### config.mk
export PLATFORM = sky130hd
export DESIGN_NAME = gb2312_font_rom_addresser_unit
export DESIGN_NICKNAME = d
export VERILOG_FILES = /design/src/gfra_pkg.sv /design/src/gfra_glyph_calc.sv /design/src/gb2312_font_rom_addresser_unit.sv
export SDC_FILE = /design/constraint.sdc
export NUM_CORES = 1
export LEC_CHECK = 0
export ABC_AREA = 0
export BUFFER_PORTS_ARGS = -buffer_cell sky130_fd_sc_hd__buf_2
export CAP_MARGIN = 20
export CORE_ASPECT_RATIO = 0.7
export CORE_MARGIN = 2
export CORE_UTILIZATION = 41
export DETAILED_ROUTE_END_ITERATION = 8
export GPL_ROUTABILITY_DRIVEN = 0
export HOLD_SLACK_MARGIN = 0.02
export REMOVE_ABC_BUFFERS = 1
export SLEW_MARGIN = 10
export SYNTH_ARGS = -nofsm -noshare
export SYNTH_HDL_FRONTEND = slang
export SYNTH_HIERARCHICAL = 1
export SYNTH_SLANG_ARGS = --single-unit
### constraint.sdc
create_clock -name clk -period 9.24 [get_ports clk]
set_input_delay 0.462 -clock clk [delete_from_list [all_inputs] [get_ports clk]]
set_output_delay 0.462 -clock clk [all_outputs]
set_load 0.02 [all_outputs]
### src/gfra_pkg.sv
// ----------------------------------------------------------------------------
// gfra_pkg
// Shared types and constants for the GB2312 font-ROM addresser: item
// structs, walker state and the glyph kind codes.
// ----------------------------------------------------------------------------
package gfra_pkg;

  localparam logic [1:0] KIND_HANZI  = 2'd0;
  localparam logic [1:0] KIND_SYMBOL = 2'd1;
  localparam logic [1:0] KIND_ASCII  = 2'd2;

  localparam logic [7:0] HANZI_LO    = 8'hB0;
  localparam logic [7:0] HANZI_HI    = 8'hF7;
  localparam logic [7:0] SYMBOL_LO   = 8'hA1;
  localparam logic [7:0] SYMBOL_HI   = 8'hA3;
  localparam logic [7:0] TRAIL_LO    = 8'hA1;
  localparam logic [7:0] ASCII_LO    = 8'h20;
  localparam logic [7:0] ASCII_HI    = 8'h7E;

  localparam logic [6:0]  ROW_SPAN     = 7'd94;
  localparam logic [12:0] HANZI_OFFSET = 13'd846;
  localparam logic [17:0] ASCII_BASE   = 18'h3CF80;
  localparam logic [7:0]  WIDE_ADV     = 8'd16;
  localparam logic [7:0]  NARROW_ADV   = 8'd8;

  typedef struct packed {
    logic [7:0] text_byte;
    logic       first_byte;
    logic [7:0] start_column;
    logic [2:0] start_page;
  } in_item_t;

  typedef struct packed {
    logic [17:0] font_address;
    logic [1:0]  glyph_kind;
    logic [7:0]  glyph_column;
    logic [2:0]  glyph_page;
  } out_item_t;

  typedef struct packed {
    logic [7:0] held_lead;
    logic       lead_pending;
    logic [7:0] current_column;
    logic [2:0] current_page;
    logic       string_active;
  } gfra_state_t;

endpackage

### src/gfra_glyph_calc.sv
// ----------------------------------------------------------------------------
// gfra_glyph_calc
// Judges one string byte against the walker state: pairs lead and trail
// bytes, forms the font-ROM address and the next column, updates the state.
// ----------------------------------------------------------------------------
module gfra_glyph_calc (
  input  gfra_pkg::in_item_t    item,
  input  gfra_pkg::gfra_state_t state_cur,
  output gfra_pkg::gfra_state_t state_nxt,
  output logic                  res_valid,
  output gfra_pkg::out_item_t   res
);
  import gfra_pkg::*;

  always_comb begin
    gfra_state_t st;
    logic [7:0]  b;
    logic [7:0]  lead;
    logic        judge;
    logic        is_hanzi;
    logic [6:0]  row;
    logic [6:0]  col_off;
    logic [12:0] idx;
    logic [6:0]  asc;

    st        = state_cur;
    b         = item.text_byte;
    lead      = 8'd0;
    judge     = 1'b0;
    is_hanzi  = 1'b0;
    row       = 7'd0;
    col_off   = 7'd0;
    idx       = 13'd0;
    asc       = 7'd0;
    res_valid = 1'b0;
    res       = '0;

    if (item.first_byte) begin
      st.lead_pending   = 1'b0;
      st.held_lead      = 8'd0;
      st.current_column = item.start_column;
      st.current_page   = item.start_page;
      st.string_active  = 1'b1;
    end

    res.glyph_page   = st.current_page;
    res.glyph_column = st.current_column;

    if (st.string_active) begin
      if (b == 8'd0) begin
        st.string_active = 1'b0;
        st.lead_pending  = 1'b0;
        st.held_lead     = 8'd0;
      end else begin
        judge = 1'b1;
        if (st.lead_pending) begin
          lead            = st.held_lead;
          st.lead_pending = 1'b0;
          st.held_lead    = 8'd0;
          if (b >= TRAIL_LO) begin
            judge    = 1'b0;
            is_hanzi = (lead >= HANZI_LO);
            row      = is_hanzi ? 7'(lead - HANZI_LO) : 7'(lead - SYMBOL_LO);
            col_off  = 7'(b - TRAIL_LO);
            idx      = ({6'd0, row} * {6'd0, ROW_SPAN}) + {6'd0, col_off}
                       + (is_hanzi ? HANZI_OFFSET : 13'd0);
            res_valid         = 1'b1;
            res.font_address  = {idx, 5'b0};
            res.glyph_kind    = is_hanzi ? KIND_HANZI : KIND_SYMBOL;
            st.current_column = st.current_column + WIDE_ADV;
          end
        end
        if (judge) begin
          if ((b >= HANZI_LO && b <= HANZI_HI) || (b >= SYMBOL_LO && b <= SYMBOL_HI)) begin
            st.held_lead    = b;
            st.lead_pending = 1'b1;
          end else if (b >= ASCII_LO && b <= ASCII_HI) begin
            asc               = 7'(b - ASCII_LO);
            res_valid         = 1'b1;
            res.font_address  = ASCII_BASE + {7'd0, asc, 4'd0};
            res.glyph_kind    = KIND_ASCII;
            st.current_column = st.current_column + NARROW_ADV;
          end
        end
      end
    end

    state_nxt = st;
  end

endmodule

### src/gb2312_font_rom_addresser_unit.sv
// ----------------------------------------------------------------------------
// gb2312_font_rom_addresser_unit
// Walks a GB2312 text stream byte by byte and gives one glyph item (font-ROM
// address, kind, column, page) per hanzi, full-width symbol or ASCII glyph.
// ----------------------------------------------------------------------------
// Takes one string byte per cycle while in_stall is low. A byte is held in
// an input register and judged once the skid entry is empty; its glyph item,
// if any, is registered into the result register, or into the skid entry
// while the output stalls. Leads, terminators and skipped bytes give no item.
// The output side has a result register plus one skid entry, so input keeps
// flowing while a result waits; in_stall rises only once the skid entry and
// the input register are both full.
module gb2312_font_rom_addresser_unit (
  input  logic                clk,
  input  logic                rst_n,
  input  logic                in_valid,
  output logic                in_stall,
  input  gfra_pkg::in_item_t  in_item,
  output logic                out_valid,
  input  logic                out_stall,
  output gfra_pkg::out_item_t out_item
);
  import gfra_pkg::*;

  logic        inq_valid_r;
  in_item_t    inq_r;
  gfra_state_t state_r;
  gfra_state_t state_nxt;
  logic        out_valid_r;
  out_item_t   out_r;
  logic        skid_valid_r;
  out_item_t   skid_r;
  logic        res_valid;
  out_item_t   res;
  logic        in_acc;
  logic        proc;
  logic        out_free;

  gfra_glyph_calc u_calc (
    .item      (inq_r),
    .state_cur (state_r),
    .state_nxt (state_nxt),
    .res_valid (res_valid),
    .res       (res)
  );

  assign in_stall  = inq_valid_r && skid_valid_r;
  assign in_acc    = in_valid && !in_stall;
  assign proc      = inq_valid_r && !skid_valid_r;
  assign out_free  = !out_valid_r || !out_stall;
  assign out_valid = out_valid_r;
  assign out_item  = out_r;

  always_ff @(posedge clk) begin
    if (!rst_n) begin
      inq_valid_r  <= 1'b0;
      state_r      <= '0;
      out_valid_r  <= 1'b0;
      skid_valid_r <= 1'b0;
    end else begin
      if (in_acc) begin
        inq_valid_r <= 1'b1;
      end else if (proc) begin
        inq_valid_r <= 1'b0;
      end
      if (proc) begin
        state_r <= state_nxt;
      end
      if (out_free) begin
        if (skid_valid_r) begin
          out_valid_r  <= 1'b1;
          skid_valid_r <= 1'b0;
        end else begin
          out_valid_r <= proc && res_valid;
        end
      end else if (proc && res_valid) begin
        skid_valid_r <= 1'b1;
      end
    end
  end

  always_ff @(posedge clk) begin
    if (in_acc) begin
      inq_r <= in_item;
    end
    if (out_free) begin
      if (skid_valid_r) begin
        out_r <= skid_r;
      end else if (proc && res_valid) begin
        out_r <= res;
      end
    end else if (proc && res_valid) begin
      skid_r <= res;
    end
  end

endmodule

==> results.cfg <==
[sta]
setup_viol = 0
rsz0062_at_grt = false
timing.fmax_mhz = 135
finalCritPeriodShare_pct = 80.3
max_slew_margin_pct = 36.2
worstMarginPinSlew_ns = 0.952
finClkSkew_ns = 0.00994
setup_tns_ns = 0
fin_crit_ns = 7.42
slew_violations = 0
hold_violations = 0

[critical_path]
critical_path_arrival_ns = 7.52
crit_buf_inv = 4
cp_top_family = adder cells
slowest_delay_ns = 0.67
cp_common_cell = ha_1
path_class = flip-flop to flip-flop
cp_max_fo = 17
cp-end-kind = flip-flop
crit_slowest_cell = edfxtp_1
cp-start-kind = flip-flop
critPathRequiredTime_ns = 9.34

[yosys]
synthSimpleGateAreaFrac_pct = 11.5
synth_area_per_cell_um2 = 11.0
synth-compound-area-share_pct = 11.7
synth_mux_area_share_pct = 7.38
synth_seq_cells = 106
yosysUniqueCellTypes = 62
synth_area_um2 = 6490
syn_inst = 588
synth_xor_area_share_pct = 4.32
synth_top_flop_cell = edfxtp_1
synth_edf_count = 82
synth_top_family_by_area = adder cells
ys_warn_count = 6
synth_fa_ha_area_share_pct = 14.2
synth-async-reset-ratio_pct = 0
ys_seq_area_share_pct = 45.3

[global_routing]
antenna_found_initial = 0
grt_pass1_vias = 4451
overflow = 0
grt_max_degree = 37
grt_usage_pct = 17.1
grt_pass1_wl_um = 22600

[power_and_ir_drop]
pwr-share-clk_pct = 28.8
seqPwrFrac_pct = 37.7
combPwrFrac_pct = 33.5
power_density_nw_per_um2 = 196
vdd_ir_drop_max_mv = 0.124
p_sw_mw = 0.472
power.total_mw = 1.42
switching_share_pct = 33.2
leakage_nw = 2.96
p_int_mw = 0.949

[clock_network]
postCtsSetupRepairBufs = 0
clk_pin_slew_ns = 0.08
postCtsHoldBufs = 0
cts_buffer_depth = 2
clkSinkCount = 106
clk_latency_ns = 0.35
root_buffer = clkbuf_16
cts_resized = 0
cts_tree = built
h-tree-depth = 3
cts_buffers = 9

[job]
cap_violations = 0

[drt]
vias_per_cell = 5.20
wl_per_cell_um = 16.3
ant_nets = 0
drt_iter0_markers = 210
drcViolationCount = 0
firstDrtPassIters = 4
num_vias = 4366
wl_um = 13700

[placed_design]
io_buffers = 56
dp_cells = 823
dpl_cell_area_um2 = 6900
dp_hpwl_um = 9950

[die]
fp-row-count = 38
die_area_um2 = 16900
io_pins = 57
coreArea_um2 = 15500
dieWidth_um = 154
start_util_pct = 41.9
die_h_um = 109

[finish]
utilization_pct = 46.8
layout.nets = 723
syn2layout_area_growth_pct = 11.7
diodes = 0
drive_gt1_share_pct = 20.9
fin_area_um2 = 7250
instances_no_fill = 840

[min_path]
worstHoldPathType = input port to flip-flop

[outcome]
outcome = finished clean
[cells in the final DEF, fill, tap and decap left out, types with 20 or more instances in the layout]
master     n
a21boi_1  20
a21oi_1   22
buf_2     56
dfxtp_1   24
edfxtp_1  82
ha_1      48
inv_1     41
mux2_2    39
nand2_1   70
nor2_1    33
xnor2_1   20
[layout make-up]
type	count	area (um2)
Inverter	44	165
Tap cell	200	250
Clock buffer	9	225
Sequential cell	106	2940
Multi-Input combinational cell	412	3220
Timing Repair Buffer	62	353
Clock inverter	7	95.1
Fill cell	1420	8250
[logic make-up (layout without fill, tap and decap cells)]
family,count (synthesis),in the layout
buf+inv,73,122
xor+xnor,32,32
other cells,1,4
compound gates,115,115
simple gates,154,154
mux,43,43
flops,106,106
fa+ha+maj,64,64
[power by group through the flow]
stage | combinational (mW) | sequential [mW] | clock [mW]
finish | 0.476 | 0.536 | 0.409
global route | 0.539 | 0.538 | 0.438
CTS | 0.475 | 0.536 | 0.420
detailed placement | 0.468 | 0.547 | 0
global placement | 0.451 | 0.547 | 0
floorplan | 0.366 | 0.548 | 0
[cell usage after synthesis, drive strengths merged (7+ instances only)]
cell | count | area share [%]
edfxtp | 82 | 38
nand2 | 70 | 4.0
ha | 48 | 9.3
inv | 44 | 2.5
mux2 | 39 | 6.8
nor2 | 33 | 1.9
o21ai | 28 | 2.2
dfxtp | 24 | 7.4
a21boi | 23 | 2.7
a21oi | 23 | 1.8
buf | 23 | 2.6
xnor2 | 20 | 2.7
fa | 16 | 4.9
xor2 | 12 | 1.6
a21o | 9 | 1.0
nand2b | 7 | 0.71
nor3 | 7 | 0.79
[metrics by stage]
stage,hold slack (ns),worst slack (ns)
CTS,0.277,1.81
floorplan,0.433,2.45
global route,0.276,1.23
detailed placement,0.444,1.86
global placement,0.438,2.15
finish,0.291,1.82
[flip-flops by register name, indices dropped and copies added, names as in the netlist]
name,flops
state_r,21
inq_r,20
skid_r,31
inq_valid_r,1
out_valid,1
out_item,31
skid_valid_r,1
[metal layers]
metal | up-vias | global-route usage (%) | share of wire [%]
met2 | 113 | 25.8 | 41
met1 | 2091 | 25.5 | 52
met4 | 0 | 3.17 | 0.58
met5 | - | 0 | 0
li1 | 2154 | - | -
met3 | 8 | 3.70 | 6.1
[worst register-to-register path: cells and delay by family (launching register included)]
| family | cells | cell delay (ns) |
|---|---|---|
| fa+ha+maj | 7 | 2.59 |
| compound gates | 6 | 2.00 |
| flops | 1 | 0.67 |
| simple gates | 5 | 0.66 |
| xor+xnor | 3 | 0.49 |
| buf+inv | 4 | 0.48 |
| mux | 1 | 0.31 |
[path summary, 6_finish.rpt]
kind                           startpoint                 endpoint  slack, ns  cells past startpoint
setup / recovery      inq_r[11]$_DFFE_PP_   out_item[30]$_DFFE_PP_       1.82                     26
hold / removal                 in_item[3]       inq_r[3]$_DFFE_PP_       0.29                      1
setup reg to reg      inq_r[11]$_DFFE_PP_   out_item[30]$_DFFE_PP_       1.82                     26
hold reg to reg   state_r[6]$_SDFFE_PN0P_  state_r[6]$_SDFFE_PN0P_       0.45                      2
Note: power is estimated with default switching activity, not from simulation.
